**config.mk**
```make
export PLATFORM = sky130hd
export DESIGN_NAME = deadline_sorted_timer_table_top
export DESIGN_NICKNAME = d
export VERILOG_FILES = /design/src/dstt_pkg.sv /design/src/dstt_ram.sv /design/src/dstt_ctrl.sv /design/src/deadline_sorted_timer_table_top.sv
export SDC_FILE = /design/constraint.sdc
export NUM_CORES = 1
export LEC_CHECK = 0
export ABC_AREA = 1
export BUFFER_PORTS_ARGS = -buffer_cell sky130_fd_sc_hd__buf_4
export CORE_MARGIN = 1
export CORE_UTILIZATION = 55
export CTS_CLUSTER_DIAMETER = 120
export DETAILED_ROUTE_END_ITERATION = 8
export PLACE_DENSITY = 0.74
export SLEW_MARGIN = 20
export SYNTH_ARGS = -nofsm -noshare
export SYNTH_HDL_FRONTEND = slang
export SYNTH_SLANG_ARGS = --single-unit
```
**constraint.sdc**
```tcl
create_clock -name clk -period 5.9 [get_ports clk]
set_input_delay 1.18 -clock clk [delete_from_list [all_inputs] [get_ports clk]]
set_output_delay 1.18 -clock clk [all_outputs]
set_load 0.03 [all_outputs]
```
**src/dstt_pkg.sv**
```systemverilog
// ----------------------------------------------------------------------------
// Deadline sorted timer table: shared package
// Codes, item layouts and default configuration shared by all modules.
// ----------------------------------------------------------------------------
`timescale 1ns / 1ps
`default_nettype none

package dstt_pkg;

    // Default table size and reset value of the minimum alarm distance
    localparam int DSTT_NUM_TIMERS = 8;
    localparam logic [15:0] MIN_TIMEOUT_RST = 16'd3;

    // Operation codes
    localparam logic OP_START = 1'b0;
    localparam logic OP_STOP  = 1'b1;

    // Status codes
    localparam logic ST_OK      = 1'b0;
    localparam logic ST_INVALID = 1'b1;

    // Alarm actions
    localparam logic [1:0] ACT_LEAVE   = 2'd0;
    localparam logic [1:0] ACT_PROG    = 2'd1;
    localparam logic [1:0] ACT_DISABLE = 2'd2;

    // Input item payload, last field in the lowest bits
    typedef struct packed {
        logic [31:0] now_ssr;
        logic [31:0] reload_ticks;
        logic [2:0]  timer_id;
    } in_item_t;

    // Result item payload, last field in the lowest bits
    typedef struct packed {
        logic        list_empty;
        logic [2:0]  head_id;
        logic [31:0] alarm_subseconds;
        logic [1:0]  alarm_action;
        logic        status;
    } res_t;

    localparam int IN_BITS     = $bits(in_item_t);
    localparam int IN_TDATA_W  = ((IN_BITS + 7) / 8) * 8;
    localparam int RES_W       = $bits(res_t);
    localparam int OUT_TDATA_W = ((RES_W + 7) / 8) * 8;

    // Memory port control
    typedef struct packed {
        logic we;
        logic re;
    } mem_ctl_t;

endpackage

`default_nettype wire

```
**src/dstt_ram.sv**
```systemverilog
// ----------------------------------------------------------------------------
// Deadline sorted timer table: simple dual-port RAM
// One write port, one read port with registered read data.
// ----------------------------------------------------------------------------
`timescale 1ns / 1ps
`default_nettype none

module dstt_ram
    import dstt_pkg::*;
#(
    parameter int DEPTH = DSTT_NUM_TIMERS,
    parameter int WIDTH = 32
)
(
    input  wire                      clk,
    input  mem_ctl_t                 ctl,
    input  wire [$clog2(DEPTH)-1:0]  waddr,
    input  wire [WIDTH-1:0]          wdata,
    input  wire [$clog2(DEPTH)-1:0]  raddr,
    output logic [WIDTH-1:0]         rdata
);

    logic [WIDTH-1:0] mem [DEPTH];
    logic [WIDTH-1:0] rdata_reg;

    // Write on request, hold read data until the next read
    always_ff @(posedge clk)
    begin
        if (ctl.we)
        begin
            mem[waddr] <= wdata;
        end
        if (ctl.re)
        begin
            rdata_reg <= mem[raddr];
        end
    end

    assign rdata = rdata_reg;

endmodule

`default_nettype wire

```
**src/dstt_ctrl.sv**
```systemverilog
// ----------------------------------------------------------------------------
// Deadline sorted timer table: sequencer
// Decodes an item, walks the linked deadline list in the RAMs, relinks
// entries, re-arms the head and loads the result register.
// ----------------------------------------------------------------------------
`timescale 1ns / 1ps
`default_nettype none

module dstt_ctrl
    import dstt_pkg::*;
#(
    parameter int NUM_TIMERS = DSTT_NUM_TIMERS
)
(
    input  wire                           clk,
    input  wire                           rst_n,
    // input item
    input  wire                           in_valid,
    output logic                          in_ready,
    input  wire                           in_op,
    input  in_item_t                      in_item,
    // result item
    output logic                          out_valid,
    input  wire                           out_ready,
    output res_t                          out_res,
    // configuration
    input  wire                           cfg_we,
    input  wire [15:0]                    cfg_wdata,
    // deadline RAM
    output mem_ctl_t                      dl_ctl,
    output logic [$clog2(NUM_TIMERS)-1:0] dl_waddr,
    output logic [31:0]                   dl_wdata,
    output logic [$clog2(NUM_TIMERS)-1:0] dl_raddr,
    input  wire [31:0]                    dl_rd,
    // link RAM: {end mark, successor}
    output mem_ctl_t                      lk_ctl,
    output logic [$clog2(NUM_TIMERS)-1:0] lk_waddr,
    output logic [$clog2(NUM_TIMERS):0]   lk_wdata,
    output logic [$clog2(NUM_TIMERS)-1:0] lk_raddr,
    input  wire [$clog2(NUM_TIMERS):0]    lk_rd
);

    localparam int IDX_W = $clog2(NUM_TIMERS);
    localparam int IDW_W = IDX_W + 3;

    localparam logic [3:0] S_IDLE   = 4'd0;
    localparam logic [3:0] S_PREP   = 4'd1;
    localparam logic [3:0] S_HEAD   = 4'd2;
    localparam logic [3:0] S_STEP   = 4'd3;
    localparam logic [3:0] S_CMP    = 4'd4;
    localparam logic [3:0] S_TAIL   = 4'd5;
    localparam logic [3:0] S_LINK   = 4'd6;
    localparam logic [3:0] S_SHEAD  = 4'd7;
    localparam logic [3:0] S_ARM    = 4'd8;
    localparam logic [3:0] S_RSTEP  = 4'd9;
    localparam logic [3:0] S_UNLINK = 4'd10;
    localparam logic [3:0] S_FIN    = 4'd11;

    // control state
    logic [3:0]            state_reg, state_next;
    logic [NUM_TIMERS-1:0] queued_reg, queued_next;
    logic [NUM_TIMERS-1:0] running_reg, running_next;
    logic [IDX_W-1:0]      head_reg, head_next;
    logic                  list_valid_reg, list_valid_next;
    logic [31:0]           time_base_reg, time_base_next;
    logic [15:0]           min_timeout_reg, min_timeout_next;
    logic                  out_valid_reg, out_valid_next;

    // item working registers
    logic                  op_reg, op_next;
    logic [IDX_W-1:0]      id_reg, id_next;
    logic                  id_bad_reg, id_bad_next;
    logic [31:0]           now_reg, now_next;
    logic [31:0]           ticks_reg, ticks_next;
    logic [31:0]           elapsed_reg, elapsed_next;
    logic [31:0]           dnew_reg, dnew_next;
    logic [31:0]           floor_reg, floor_next;
    logic [31:0]           dn_reg, dn_next;
    logic [IDX_W-1:0]      cur_reg, cur_next;
    logic [IDX_W-1:0]      nxt_reg, nxt_next;
    logic                  status_reg, status_next;
    logic [1:0]            act_reg, act_next;
    res_t                  out_res_reg, out_res_next;

    logic                  lk_end;
    logic [IDX_W-1:0]      lk_ptr;
    logic [IDW_W-1:0]      id_wide;
    logic [IDW_W-1:0]      head_wide;
    logic [31:0]           min_ext;
    logic [31:0]           arm_d;
    logic [31:0]           arm_dn;

    assign lk_end    = lk_rd[IDX_W];
    assign lk_ptr    = lk_rd[IDX_W-1:0];
    assign id_wide   = {{IDX_W{1'b0}}, in_item.timer_id};
    assign head_wide = {3'b000, head_reg};
    assign min_ext   = {16'h0000, min_timeout_reg};

    // Clamp the new head deadline to elapsed plus minimum
    assign arm_d  = (op_reg == OP_STOP) ? dl_rd : dnew_reg;
    assign arm_dn = (arm_d < floor_reg) ? floor_reg : arm_d;

    assign in_ready  = (state_reg == S_IDLE);
    assign out_valid = out_valid_reg;
    assign out_res   = out_res_reg;

    always_comb
    begin
        state_next       = state_reg;
        queued_next      = queued_reg;
        running_next     = running_reg;
        head_next        = head_reg;
        list_valid_next  = list_valid_reg;
        time_base_next   = time_base_reg;
        min_timeout_next = min_timeout_reg;
        out_valid_next   = out_valid_reg;
        op_next          = op_reg;
        id_next          = id_reg;
        id_bad_next      = id_bad_reg;
        now_next         = now_reg;
        ticks_next       = ticks_reg;
        elapsed_next     = elapsed_reg;
        dnew_next        = dnew_reg;
        floor_next       = floor_reg;
        dn_next          = dn_reg;
        cur_next         = cur_reg;
        nxt_next         = nxt_reg;
        status_next      = status_reg;
        act_next         = act_reg;
        out_res_next     = out_res_reg;

        dl_ctl   = '0;
        dl_waddr = '0;
        dl_wdata = '0;
        dl_raddr = '0;
        lk_ctl   = '0;
        lk_waddr = '0;
        lk_wdata = '0;
        lk_raddr = '0;

        // take configuration writes
        if (cfg_we)
        begin
            min_timeout_next = cfg_wdata;
        end

        // drop the result once taken
        if (out_valid_reg && out_ready)
        begin
            out_valid_next = 1'b0;
        end

        unique case (state_reg)
            S_IDLE:
            begin
                // latch the item, convert the subsecond value to ticks
                if (in_valid)
                begin
                    op_next      = in_op;
                    id_next      = id_wide[IDX_W-1:0];
                    id_bad_next  = (id_wide >= IDW_W'(NUM_TIMERS));
                    now_next     = ~in_item.now_ssr;
                    ticks_next   = (in_item.reload_ticks < min_ext) ? min_ext
                                                                    : in_item.reload_ticks;
                    elapsed_next = ~in_item.now_ssr - time_base_reg;
                    state_next   = S_PREP;
                end
            end

            S_PREP:
            begin
                status_next = ST_OK;
                act_next    = ACT_LEAVE;
                if (id_bad_reg ||
                    ((op_reg == OP_START) && (queued_reg[id_reg] || running_reg[id_reg])))
                begin
                    status_next = ST_INVALID;
                    state_next  = S_FIN;
                end
                else if (op_reg == OP_START)
                begin
                    queued_next[id_reg]  = 1'b1;
                    running_next[id_reg] = 1'b1;
                    if (!list_valid_reg)
                    begin
                        // empty list: latch the time base and take the head
                        time_base_next  = now_reg;
                        head_next       = id_reg;
                        list_valid_next = 1'b1;
                        dl_ctl.we       = 1'b1;
                        dl_waddr        = id_reg;
                        dl_wdata        = ticks_reg;
                        lk_ctl.we       = 1'b1;
                        lk_waddr        = id_reg;
                        lk_wdata        = {1'b1, {IDX_W{1'b0}}};
                        dn_next         = ticks_reg;
                        act_next        = ACT_PROG;
                        state_next      = S_FIN;
                    end
                    else
                    begin
                        // fetch the head entry
                        dnew_next  = ticks_reg + elapsed_reg;
                        floor_next = elapsed_reg + min_ext;
                        dl_ctl.re  = 1'b1;
                        dl_raddr   = head_reg;
                        lk_ctl.re  = 1'b1;
                        lk_raddr   = head_reg;
                        state_next = S_HEAD;
                    end
                end
                else if (!list_valid_reg)
                begin
                    state_next = S_FIN;
                end
                else
                begin
                    running_next[id_reg] = 1'b0;
                    floor_next           = elapsed_reg + min_ext;
                    lk_ctl.re            = 1'b1;
                    lk_raddr             = head_reg;
                    if (head_reg == id_reg)
                    begin
                        queued_next[id_reg] = 1'b0;
                        state_next          = S_SHEAD;
                    end
                    else if (queued_reg[id_reg])
                    begin
                        queued_next[id_reg] = 1'b0;
                        cur_next            = head_reg;
                        state_next          = S_RSTEP;
                    end
                    else
                    begin
                        state_next = S_FIN;
                    end
                end
            end

            S_HEAD:
            begin
                if (dnew_reg < dl_rd)
                begin
                    // new head in front of the old one
                    lk_ctl.we  = 1'b1;
                    lk_waddr   = id_reg;
                    lk_wdata   = {1'b0, head_reg};
                    head_next  = id_reg;
                    state_next = S_ARM;
                end
                else
                begin
                    // store the deadline, walk from the head
                    dl_ctl.we  = 1'b1;
                    dl_waddr   = id_reg;
                    dl_wdata   = dnew_reg;
                    cur_next   = head_reg;
                    state_next = S_STEP;
                end
            end

            S_STEP:
            begin
                if (lk_end)
                begin
                    lk_ctl.we  = 1'b1;
                    lk_waddr   = cur_reg;
                    lk_wdata   = {1'b0, id_reg};
                    state_next = S_TAIL;
                end
                else
                begin
                    // fetch the successor
                    nxt_next   = lk_ptr;
                    dl_ctl.re  = 1'b1;
                    dl_raddr   = lk_ptr;
                    lk_ctl.re  = 1'b1;
                    lk_raddr   = lk_ptr;
                    state_next = S_CMP;
                end
            end

            S_CMP:
            begin
                if (dnew_reg > dl_rd)
                begin
                    cur_next   = nxt_reg;
                    state_next = S_STEP;
                end
                else
                begin
                    lk_ctl.we  = 1'b1;
                    lk_waddr   = id_reg;
                    lk_wdata   = {1'b0, nxt_reg};
                    state_next = S_LINK;
                end
            end

            S_TAIL:
            begin
                // mark the new entry as the last one
                lk_ctl.we  = 1'b1;
                lk_waddr   = id_reg;
                lk_wdata   = {1'b1, {IDX_W{1'b0}}};
                state_next = S_FIN;
            end

            S_LINK:
            begin
                lk_ctl.we  = 1'b1;
                lk_waddr   = cur_reg;
                lk_wdata   = {1'b0, id_reg};
                state_next = S_FIN;
            end

            S_SHEAD:
            begin
                if (!lk_end)
                begin
                    // advance the head, fetch its deadline
                    head_next  = lk_ptr;
                    dl_ctl.re  = 1'b1;
                    dl_raddr   = lk_ptr;
                    state_next = S_ARM;
                end
                else
                begin
                    list_valid_next = 1'b0;
                    act_next        = ACT_DISABLE;
                    state_next      = S_FIN;
                end
            end

            S_ARM:
            begin
                dl_ctl.we  = 1'b1;
                dl_waddr   = head_reg;
                dl_wdata   = arm_dn;
                dn_next    = arm_dn;
                act_next   = ACT_PROG;
                state_next = S_FIN;
            end

            S_RSTEP:
            begin
                if (lk_end)
                begin
                    state_next = S_FIN;
                end
                else
                begin
                    lk_ctl.re = 1'b1;
                    lk_raddr  = lk_ptr;
                    if (lk_ptr == id_reg)
                    begin
                        state_next = S_UNLINK;
                    end
                    else
                    begin
                        cur_next = lk_ptr;
                    end
                end
            end

            S_UNLINK:
            begin
                // predecessor takes over the removed entry's link
                lk_ctl.we  = 1'b1;
                lk_waddr   = cur_reg;
                lk_wdata   = lk_rd;
                state_next = S_FIN;
            end

            S_FIN:
            begin
                // load the result register once it is free
                if (!out_valid_reg || out_ready)
                begin
                    out_valid_next                = 1'b1;
                    out_res_next.status           = status_reg;
                    out_res_next.alarm_action     = act_reg;
                    out_res_next.alarm_subseconds = (act_reg == ACT_PROG)
                                                    ? ~(time_base_reg + dn_reg) : 32'd0;
                    out_res_next.head_id          = list_valid_reg ? head_wide[2:0] : 3'd0;
                    out_res_next.list_empty       = !list_valid_reg;
                    state_next                    = S_IDLE;
                end
            end

            default:
            begin
                state_next = S_IDLE;
            end
        endcase
    end

    // control registers
    always_ff @(posedge clk or negedge rst_n)
    begin
        if (!rst_n)
        begin
            state_reg       <= S_IDLE;
            queued_reg      <= '0;
            running_reg     <= '0;
            head_reg        <= '0;
            list_valid_reg  <= 1'b0;
            time_base_reg   <= '0;
            min_timeout_reg <= MIN_TIMEOUT_RST;
            out_valid_reg   <= 1'b0;
        end
        else
        begin
            state_reg       <= state_next;
            queued_reg      <= queued_next;
            running_reg     <= running_next;
            head_reg        <= head_next;
            list_valid_reg  <= list_valid_next;
            time_base_reg   <= time_base_next;
            min_timeout_reg <= min_timeout_next;
            out_valid_reg   <= out_valid_next;
        end
    end

    // payload registers
    always_ff @(posedge clk)
    begin
        op_reg      <= op_next;
        id_reg      <= id_next;
        id_bad_reg  <= id_bad_next;
        now_reg     <= now_next;
        ticks_reg   <= ticks_next;
        elapsed_reg <= elapsed_next;
        dnew_reg    <= dnew_next;
        floor_reg   <= floor_next;
        dn_reg      <= dn_next;
        cur_reg     <= cur_next;
        nxt_reg     <= nxt_next;
        status_reg  <= status_next;
        act_reg     <= act_next;
        out_res_reg <= out_res_next;
    end

endmodule

`default_nettype wire

```
**src/deadline_sorted_timer_table_top.sv**
```systemverilog
// ----------------------------------------------------------------------------
// Deadline sorted timer table: top level
// Deadline sorted list of one-shot timers with alarm reprogramming results.
//
// Usage:
//   Input items arrive on s_tvalid/s_tready/s_tdata/s_tuser; s_tuser holds
//   the operation (start or stop). Each item yields exactly one result item
//   on m_tvalid/m_tready/m_tdata. min_timeout is written through cfg_we and
//   cfg_wdata; the user must write it only while the block is idle, which
//   the block itself does not enforce. When no entry is read, an item goes
//   from decode to the result register; a new head or a stop of the head
//   reads the head entry, then re-arms or disables the alarm. A sorted
//   insert reads and compares each entry passed, a non-head stop its link;
//   the next item is taken the cycle after the result loads.
//   Reset empties the list, clears all queued and running marks, zeroes the
//   time base and sets min_timeout to 3; the RAMs need no clearing.
//   When the receiver stalls, the result register holds its item; the next
//   item is still accepted and processed, and waits for the register.
// ----------------------------------------------------------------------------
`timescale 1ns / 1ps
`default_nettype none

module deadline_sorted_timer_table_top
    import dstt_pkg::*;
#(
    parameter int NUM_TIMERS = DSTT_NUM_TIMERS
)
(
    input  wire                    clk,
    input  wire                    rst_n,
    // timer_id [2:0], reload_ticks [34:3], now_ssr [66:35], zero fill
    input  wire [IN_TDATA_W-1:0]   s_tdata,
    // operation [0]
    input  wire                    s_tuser,
    input  wire                    s_tvalid,
    output logic                   s_tready,
    // status [0], alarm_action [2:1], alarm_subseconds [34:3],
    // head_id [37:35], list_empty [38], zero fill
    output logic [OUT_TDATA_W-1:0] m_tdata,
    output logic                   m_tvalid,
    input  wire                    m_tready,
    input  wire                    cfg_we,
    input  wire [15:0]             cfg_wdata
);

    localparam int IDX_W = $clog2(NUM_TIMERS);

    in_item_t         in_item;
    res_t             out_res;
    mem_ctl_t         dl_ctl;
    logic [IDX_W-1:0] dl_waddr;
    logic [31:0]      dl_wdata;
    logic [IDX_W-1:0] dl_raddr;
    logic [31:0]      dl_rd;
    mem_ctl_t         lk_ctl;
    logic [IDX_W-1:0] lk_waddr;
    logic [IDX_W:0]   lk_wdata;
    logic [IDX_W-1:0] lk_raddr;
    logic [IDX_W:0]   lk_rd;

    // unpack the input item, pack the result item
    assign in_item = in_item_t'(s_tdata[IN_BITS-1:0]);
    assign m_tdata = {{(OUT_TDATA_W - RES_W){1'b0}}, out_res};

    dstt_ctrl #(
        .NUM_TIMERS (NUM_TIMERS)
    ) u_ctrl (
        .clk       (clk),
        .rst_n     (rst_n),
        .in_valid  (s_tvalid),
        .in_ready  (s_tready),
        .in_op     (s_tuser),
        .in_item   (in_item),
        .out_valid (m_tvalid),
        .out_ready (m_tready),
        .out_res   (out_res),
        .cfg_we    (cfg_we),
        .cfg_wdata (cfg_wdata),
        .dl_ctl    (dl_ctl),
        .dl_waddr  (dl_waddr),
        .dl_wdata  (dl_wdata),
        .dl_raddr  (dl_raddr),
        .dl_rd     (dl_rd),
        .lk_ctl    (lk_ctl),
        .lk_waddr  (lk_waddr),
        .lk_wdata  (lk_wdata),
        .lk_raddr  (lk_raddr),
        .lk_rd     (lk_rd)
    );

    // deadline per timer
    dstt_ram #(
        .DEPTH (NUM_TIMERS),
        .WIDTH (32)
    ) u_deadline_ram (
        .clk   (clk),
        .ctl   (dl_ctl),
        .waddr (dl_waddr),
        .wdata (dl_wdata),
        .raddr (dl_raddr),
        .rdata (dl_rd)
    );

    // successor and end mark per timer
    dstt_ram #(
        .DEPTH (NUM_TIMERS),
        .WIDTH (IDX_W + 1)
    ) u_link_ram (
        .clk   (clk),
        .ctl   (lk_ctl),
        .waddr (lk_waddr),
        .wdata (lk_wdata),
        .raddr (lk_raddr),
        .rdata (lk_rd)
    );

endmodule

`default_nettype wire

```
=== Word-level counts from Yosys, hierarchy flattened ===
Memories as Yosys holds them, arrays and structs flattened. A register that Yosys moved wholly into a read port is not among the register bits.
Index checks and enable logic that the tools add are counted.

* Output and inout port bits: 42
* Memories kept: 2
* Flip-flop bits (word level): 318
* RAM bits: 288
* Word-level logic and storage cells: 227

* Bitwise operators: 11
* Eq/ne operators: 33
* Add/subtract/negate cells: 4
* Order comparisons: 7
* Reduce and logical (&&, ||, !) cells: 33
* Multiplexer cells: 110

{| class="wikitable"
|+ Memory list
! memory !! depth !! width !! rd ports !! clocked after memory_dff !! write ports !! line !! text
|-
| u_deadline_ram.mem || 8 || 32 || 1 || 1 || 1 || dstt_ram.sv:23 || <nowiki>logic [WIDTH-1:0] mem [DEPTH];</nowiki>
|-
| u_link_ram.mem || 8 || 4 || 1 || 1 || 1 || dstt_ram.sv:23 ||
|}

{| class="wikitable"
|+ Operators with widths
! cell !! number
|-
| 2-to-1 mux 32 bit || 9
|-
| case mux 32 bit (3 select lines) || 1
|-
| 2-to-1 mux 3 bit || 30
|-
| adder 32 bit || 2
|-
| less-than comparator 32 bit || 2
|-
| inverter 32 bit || 2
|-
| case mux 32 bit (2 select lines) || 1
|-
| 2-to-1 mux 4 bit || 13
|-
| 2-to-1 mux 8 bit || 6
|-
| case mux 4 bit (9 select lines) || 1
|-
| adder 32 x 16 -> 32 bit || 1
|-
| greater-than comparator 32 bit || 1
|-
| less-than comparator 32 x 16 -> 1 bit || 1
|-
| subtractor 32 bit || 1
|-
| case mux 4 bit (7 select lines) || 1
|-
| 2-to-1 mux 1 bit || 24
|-
| AND reduction 4 bit || 5
|-
| != test 2 bit, second input constant || 9
|-
| case mux 3 bit (3 select lines) || 2
|-
| case mux 3 bit (6 select lines) || 1
|-
| AND 8 bit || 2
|-
| equality test 4 x 3 -> 1 bit, second input constant || 4
|-
| equality test 4 bit, second input constant || 4
|-
| 2-to-1 mux 16 bit || 1
|-
| 36 further kinds || 74
|}

=== Depth between registers and ports, before layout ===
* Depth in word-level cells: 10
* Depth in mapped cells: 20

=== Hierarchy ===
Synthesis repeated with hierarchy kept, for this count alone.

* Cells, all modules: 4079
* Area, all modules: 35879.4 µm²

{| class="wikitable"
|+ By module, submodules not included
! module !! cells an instance !! sequential area each (µm²) !! instances !! area an instance (µm²)
|-
| dstt_ctrl || 2761 || 9156.3 || 1 || 22067.4
|-
| dstt_ram (u_deadline_ram) || 1156 || 8648.3 || 1 || 12192.9
|-
| dstt_ram (u_link_ram) || 160 || 1081.0 || 1 || 1607.8
|-
| deadline_sorted_timer_table_top || 2 || 0.0 || 1 || 11.3
|}

=== Least setup slack after synthesis ===
No wires, ideal clock.

* Path type: flip-flop to flip-flop
* Start: register u_ctrl.state_reg[2]
* End: register u_ctrl.elapsed_reg[0], enable pin
* Clock period less this slack: 5.938 ns
* Path buffers: 0
* Setup time: 0.560 ns
* Cell stages (with the launch flop): 6
* Path slack: -0.038 ns
* Arrival: 5.378 ns
* Cells stage by stage: dfrtp_1 > nor2_1 > inv_1 > nor2_1 > inv_1 > nor2_1

* Cells in the longest elaborated chain, start to end: 2

{| class="wikitable"
|+ Ends and longest elaborated chain
! what !! line !! text
|-
| from (decl) || dstt_ctrl.sv:60 || <nowiki>logic [3:0] state_reg, state_next;</nowiki>
|-
| from (signal assigned) || dstt_ctrl.sv:413 || <nowiki>state_reg <= state_next;</nowiki>
|-
| logical NOT 4 bit || n/a ||
|-
| named net s_tready || deadline_sorted_timer_table_top.sv:36 || <nowiki>output logic s_tready,</nowiki>
|-
| AND reduction 2 bit (no source line) || n/a ||
|-
| to (signal assigned) || dstt_ctrl.sv:432 || <nowiki>elapsed_reg <= elapsed_next;</nowiki>
|-
| to (decl) || dstt_ctrl.sv:75 || <nowiki>logic [31:0] elapsed_reg, elapsed_next;</nowiki>
|}

The timed path passes the listed nets, and every way through them passes these cells.
A chain may end at the register's enable or synchronous reset.

=== Worst setup path after layout ===
* Start: register u_ctrl.id_reg[2]
* End: register u_deadline_ram.rdata_reg[0], in the netlist u_deadline_ram.rdata[0], read port of u_deadline_ram.mem (data pin)

* Cells in the longest elaborated chain, start to end: 7

{| class="wikitable"
|+ Ends and longest elaborated chain
! what !! line !! text
|-
| from (decl) || dstt_ctrl.sv:71 || <nowiki>logic [IDX_W-1:0] id_reg, id_next;</nowiki>
|-
| from (signal assigned) || dstt_ctrl.sv:428 || <nowiki>id_reg <= id_next;</nowiki>
|-
| binary-select mux 1 bit (select 3 bit) || dstt_ctrl.sv:175 || <nowiki>((op_reg == OP_START) && (queued_reg[id_reg] || running_reg[id_reg])))</nowiki>
|-
| 2-to-1 mux 1 bit (implied by the code) || dstt_ctrl.sv:175 ||
|-
| logical OR 1 bit * || dstt_ctrl.sv:175 ||
|-
| logical AND 1 bit * || dstt_ctrl.sv:175 ||
|-
| logical OR 1 bit * || dstt_ctrl.sv:174 || <nowiki>if (id_bad_reg ||</nowiki>
|-
| 2-to-1 mux 3 bit or 2-to-1 mux 2 bit (tied branches) || dstt_ctrl.sv:174 ||
|-
| case mux 3 bit (2 select lines) or case mux 1 bit (2 select lines) (tied branches) || dstt_ctrl.sv:153 || <nowiki>unique case (state_reg)</nowiki>
|-
| to (decl) || dstt_ram.sv:24 || <nowiki>logic [WIDTH-1:0] rdata_reg;</nowiki>
|}

Every way passes the cells marked *; elsewhere a longest branch is shown, timed or not. The select of a mux whose other input is x is not followed.

==> summary.md <==
| Metric | Value |
|---|---|
| Post-CTS Setup Repair Bufs | `0` |
| Post-synthesis net count | `4,227` |
| Syn Area/Cell | `roughly 9.0 sq um` |
| Max-Cap Viols | `0` |
| R2R Path Start | `u_ctrl.id_reg[2]` |
| DP Cell Count | `4,817` |
| Final Cycle Share | `74.2%` |
| CTS resizes | `0` |
| Status | `finished clean` |
| Via count | `27,100` |
| CTS HTree Levels | `3` |
| Max stage delay cell, worst path | `nand2_4` |
| #FFs+latches synth | `roughly 640` |
| Final hold vios | `0` |
| Standby leakage power | `17.6 nW` |
| IO Count | `roughly 140` |
| Period minus WS final | `4.38 ns` |
| Class of the worst hold path | `flop to flop` |
| CTS tree | `yes` |
| EDFF count, synth | `568` |
| Largest net degree at the start of global routing | `between 100 and 150` |
| Via density | `about 5.5` |
| Final setup fails | `0` |
| FP Rows | `92` |
| Die span in x | `257 microns` |
| Register Area | `18,900 sq um` |
| Post-synth cell types | `54` |
| Initial Utilization | `56.1%` |
| Antenna-violating nets left | `0` |
| NetSw | `between 8 and 9 mW` |
| CTS Buf Count | `69` |
| Sw Ratio | `41.1%` |
| Startpoint Class | `flop` |
| GRT Overall Usage | `27.4%` |
| Register area share after synthesis | `between 50% and 60%` |
| Vias in the first global route | `25,700` |
| Initial DRC count | `between 2,000 and 2,500` |
| PwrDens | `just over 500 nW/um^2` |
| RSZ-0062 raised after global routing | `no` |
| Total gr overflow | `0` |
| # DRC | `0` |
| Internal | `11.9 mW` |
| Hold Crit Start | `u_ctrl.status_reg` |
| Hold Path Depth | `0` |
| Worst hold slack | `0.462 ns` |
| Nets@finish | `~4,300` |
| Worst Skew | `0.0276 ns` |
| Ys flop type | `edfxtp_1` |
| Multi-input gate area | `14,000 sq um` |
| Worst-path fanout max | `85` |
| Critical path data arrival time | `~4.7 ns` |
| Worst vdd ir | `0.000375 V` |
| Skew-Pair Late Insertion Delay | `0.62 ns` |
| FF-to-FF End | `u_deadline_ram.rdata[0]` |
| Layout cells sized above 1 | `around 7.4%` |
| Synthesized-area fraction occupied by adder cells | `6.78%` |
| Largest family of logic cells by synthesized area | `simple AND/OR/NAND/NOR gates` |
| Slew HR | `24.2%` |
| Core area | `~64,000 sq um` |
| Power share of the clock group | `21.2%` |
| Filler Cells Inserted | `5,260` |
| CTS Buffer Depth | `3` |
| Clock transition at the registers of the reported paths | `approximately 0.060 ns` |
| First-pass GRT wire length | `~140,000 microns` |
| PortBufs | `129` |
| Critical Path RT | `6.26 ns` |
| CP endpoint kind | `flop` |
| Reg2Reg Setup Slack | `1.52 ns` |
| Initial antenna violation count | `0` |
| Synth Area in Simple Gates | `21.4%` |
| Warnings from Yosys | `0` |
| CP max stage delay | `0.98 ns` |
| Final WL | `90,200 microns` |
| P&R area growth vs syn | `11.3%` |
| FFs w/ async S/R, synth | `11.4%` |
| CTS sink cnt | `641` |
| Cells after Synth | `3,942` |
| Mux cell area share after synthesis | `less than 1%` |
| CTS Root Cell | `clkbuf_16` |
| Pin slew with the least headroom to its limit | `1.13 ns` |
| Logic gate share of total power | `42.4%` |
| Sequential Power Share | `36.4%` |
| DP Wirelength | `64,400 microns` |
| Die ar. | `roughly 66,000 sq um` |
| Max FFs per register | `about 260` |
| Top achievable clock speed | `~230 MHz` |
| Non-Filler Instances | `4,938` |
| Worst Hold End | `u_ctrl.out_res[0]` |
| Crit path kind | `flop to flop` |
| Post-synthesis compound-gate area fraction | `8.28%` |
| DR pass1 iterations | `6` |
| Die Ht | `257 microns` |
| Routed WL per cell | `18.3 microns` |
| Max-slew violations | `0` |
| CTS Hold Bufs | `0` |
| Final Total Pwr | `20.3 mW` |
| Worst Reg-to-Reg Cells | `12` |
| Most common cell on crit path | `nand2_1` |
| XOR/XNOR Fraction of Synth Area | `between 2 and 2.5%` |
| Crit-path cells | `inv_1 > nand2_1 > nand2_2 > nor2_8 > nand4_4 > nand2_4 > buf_4 > nand2_1 > nand3_1 > nand2_1 > nand2_1 > nand2_1` |
| Setup tns final | `0 ns` |
| Gp weighted congestion | `0.959` |
| Post-Synthesis Cell Area | `35,700 sq um` |
layer usage:
metal  routed length (microns)  GRT usage [%]  vias up
met5                         0              0        -
met4                      3470           11.3        0
met3                      5580           3.40      183
met2                     42200           45.0      961
met1                     39000           37.0    12600
li1                          -              -    13400
cell type report:
cell class,instances,area share [%]
Clock buffer,86,4.72
Clock inverter,34,0.876
Antenna cell,1,0.00630
Multi-Input combinational cell,2547,35.2
Sequential cell,641,47.6
Inverter,618,5.84
Tap cell,846,2.67
Timing Repair Buffer,165,3.18
logic make-up after synthesis:
group                    after synthesis
AND/OR/NAND/NOR                     1725
XOR/XNOR                              93
flip-flops                           641
adder cells (fa/ha/maj)              191
multiplexers                           2
other                                  1
buffers and inverters                754
AO/OA/AOI/OAI                        535
worst max-delay path by stage:
stage	startpoint	to	slack, ns	cells past startpoint
floorplan	u_ctrl.state_reg[2]	u_ctrl.elapsed_reg[0]	1.63	5
global placement	u_ctrl.id_reg[2]	u_deadline_ram.rdata[9]	1.63	12
detailed placement	u_ctrl.id_reg[2]	u_deadline_ram.rdata[0]	1.58	12
CTS	u_ctrl.id_reg[2]	u_deadline_ram.rdata[16]	1.56	12
global route	u_ctrl.id_reg[2]	u_deadline_ram.rdata[13]	1.21	12
finish	u_ctrl.id_reg[2]	u_deadline_ram.rdata[0]	1.52	12
critical path, delay by kind of cell (launching register included):
family	cells	cell delay [ns]
buffers and inverters	2	0.83
AND/OR/NAND/NOR	10	2.44
flip-flops	1	0.77
cells in the final DEF, fill, tap and decap left out, drive strengths merged, types with 25 or more instances in the layout:
| cell | Yosys | final |
|---|---|---|
| nand2 | 986 | 986 |
| inv | 616 | 619 |
| edfxtp | 568 | 568 |
| nand3 | 292 | 292 |
| a21oi | 221 | 221 |
| o21ai | 213 | 213 |
| nor2 | 209 | 209 |
| ha | 187 | 187 |
| buf | 50 | 165 |
| nand3b | 141 | 141 |
| clkbuf | 86 | 86 |
| dfrtp | 71 | 71 |
| xor2 | 67 | 67 |
| nor3 | 36 | 36 |
| nand4 | 36 | 36 |
| xnor2 | 26 | 26 |
| clkinv | 2 | 25 |
power by group through the flow:
stage	clock [mW]	combinational [mW]	sequential, mW
3_3_place_gp	0	8.29	7.39
5_1_grt	4.50	9.53	7.44
3_5_place_dp	0	8.44	7.41
6_report	4.29	8.59	7.36
4_1_cts	4.34	8.51	7.34
2_1_floorplan	0	5.88	7.25
metrics by stage:
stage	instance area [sq um]	worst slack, ns	utilization (%)
floorplan	35700	1.63	-
global route	39700	1.21	62.5
global placement	37500	1.63	59.0
detailed placement	37500	1.58	59.0
finish	39700	1.52	62.5
CTS	39700	1.56	62.5
cell usage after synthesis, types with 3 or more instances:
library cell | instances | area share (%)
nand2_1 | 981 | 10
inv_1 | 612 | 6.4
edfxtp_1 | 568 | 48
nand3_1 | 290 | 4.1
a21oi_1 | 221 | 3.1
o21ai_0 | 210 | 2.9
nor2_1 | 207 | 2.2
ha_1 | 187 | 6.6
nand3b_1 | 141 | 3.0
clkbuf_1 | 86 | 0.91
dfrtp_1 | 71 | 5.0
xor2_1 | 67 | 1.6
nor3_1 | 36 | 0.51
nand4_1 | 35 | 0.61
xnor2_1 | 26 | 0.64
buf_2 | 25 | 0.35
buf_4 | 19 | 0.40
a21o_1 | 17 | 0.36
nor4_1 | 17 | 0.30
o21bai_1 | 15 | 0.32
o211ai_1 | 13 | 0.27
o21a_1 | 10 | 0.21
a21boi_0 | 9 | 0.19
a31oi_1 | 9 | 0.16
o221ai_1 | 7 | 0.17
a221oi_1 | 5 | 0.12
buf_1 | 5 | 0.053
fa_1 | 4 | 0.22
inv_2 | 4 | 0.042
nand2_2 | 4 | 0.070
o31ai_1 | 4 | 0.084
a211oi_1 | 3 | 0.063
a22oi_1 | 3 | 0.063
o2111ai_1 | 3 | 0.074
or2_2 | 3 | 0.053
No activity file was read; power rests on OpenSTA's default activity.
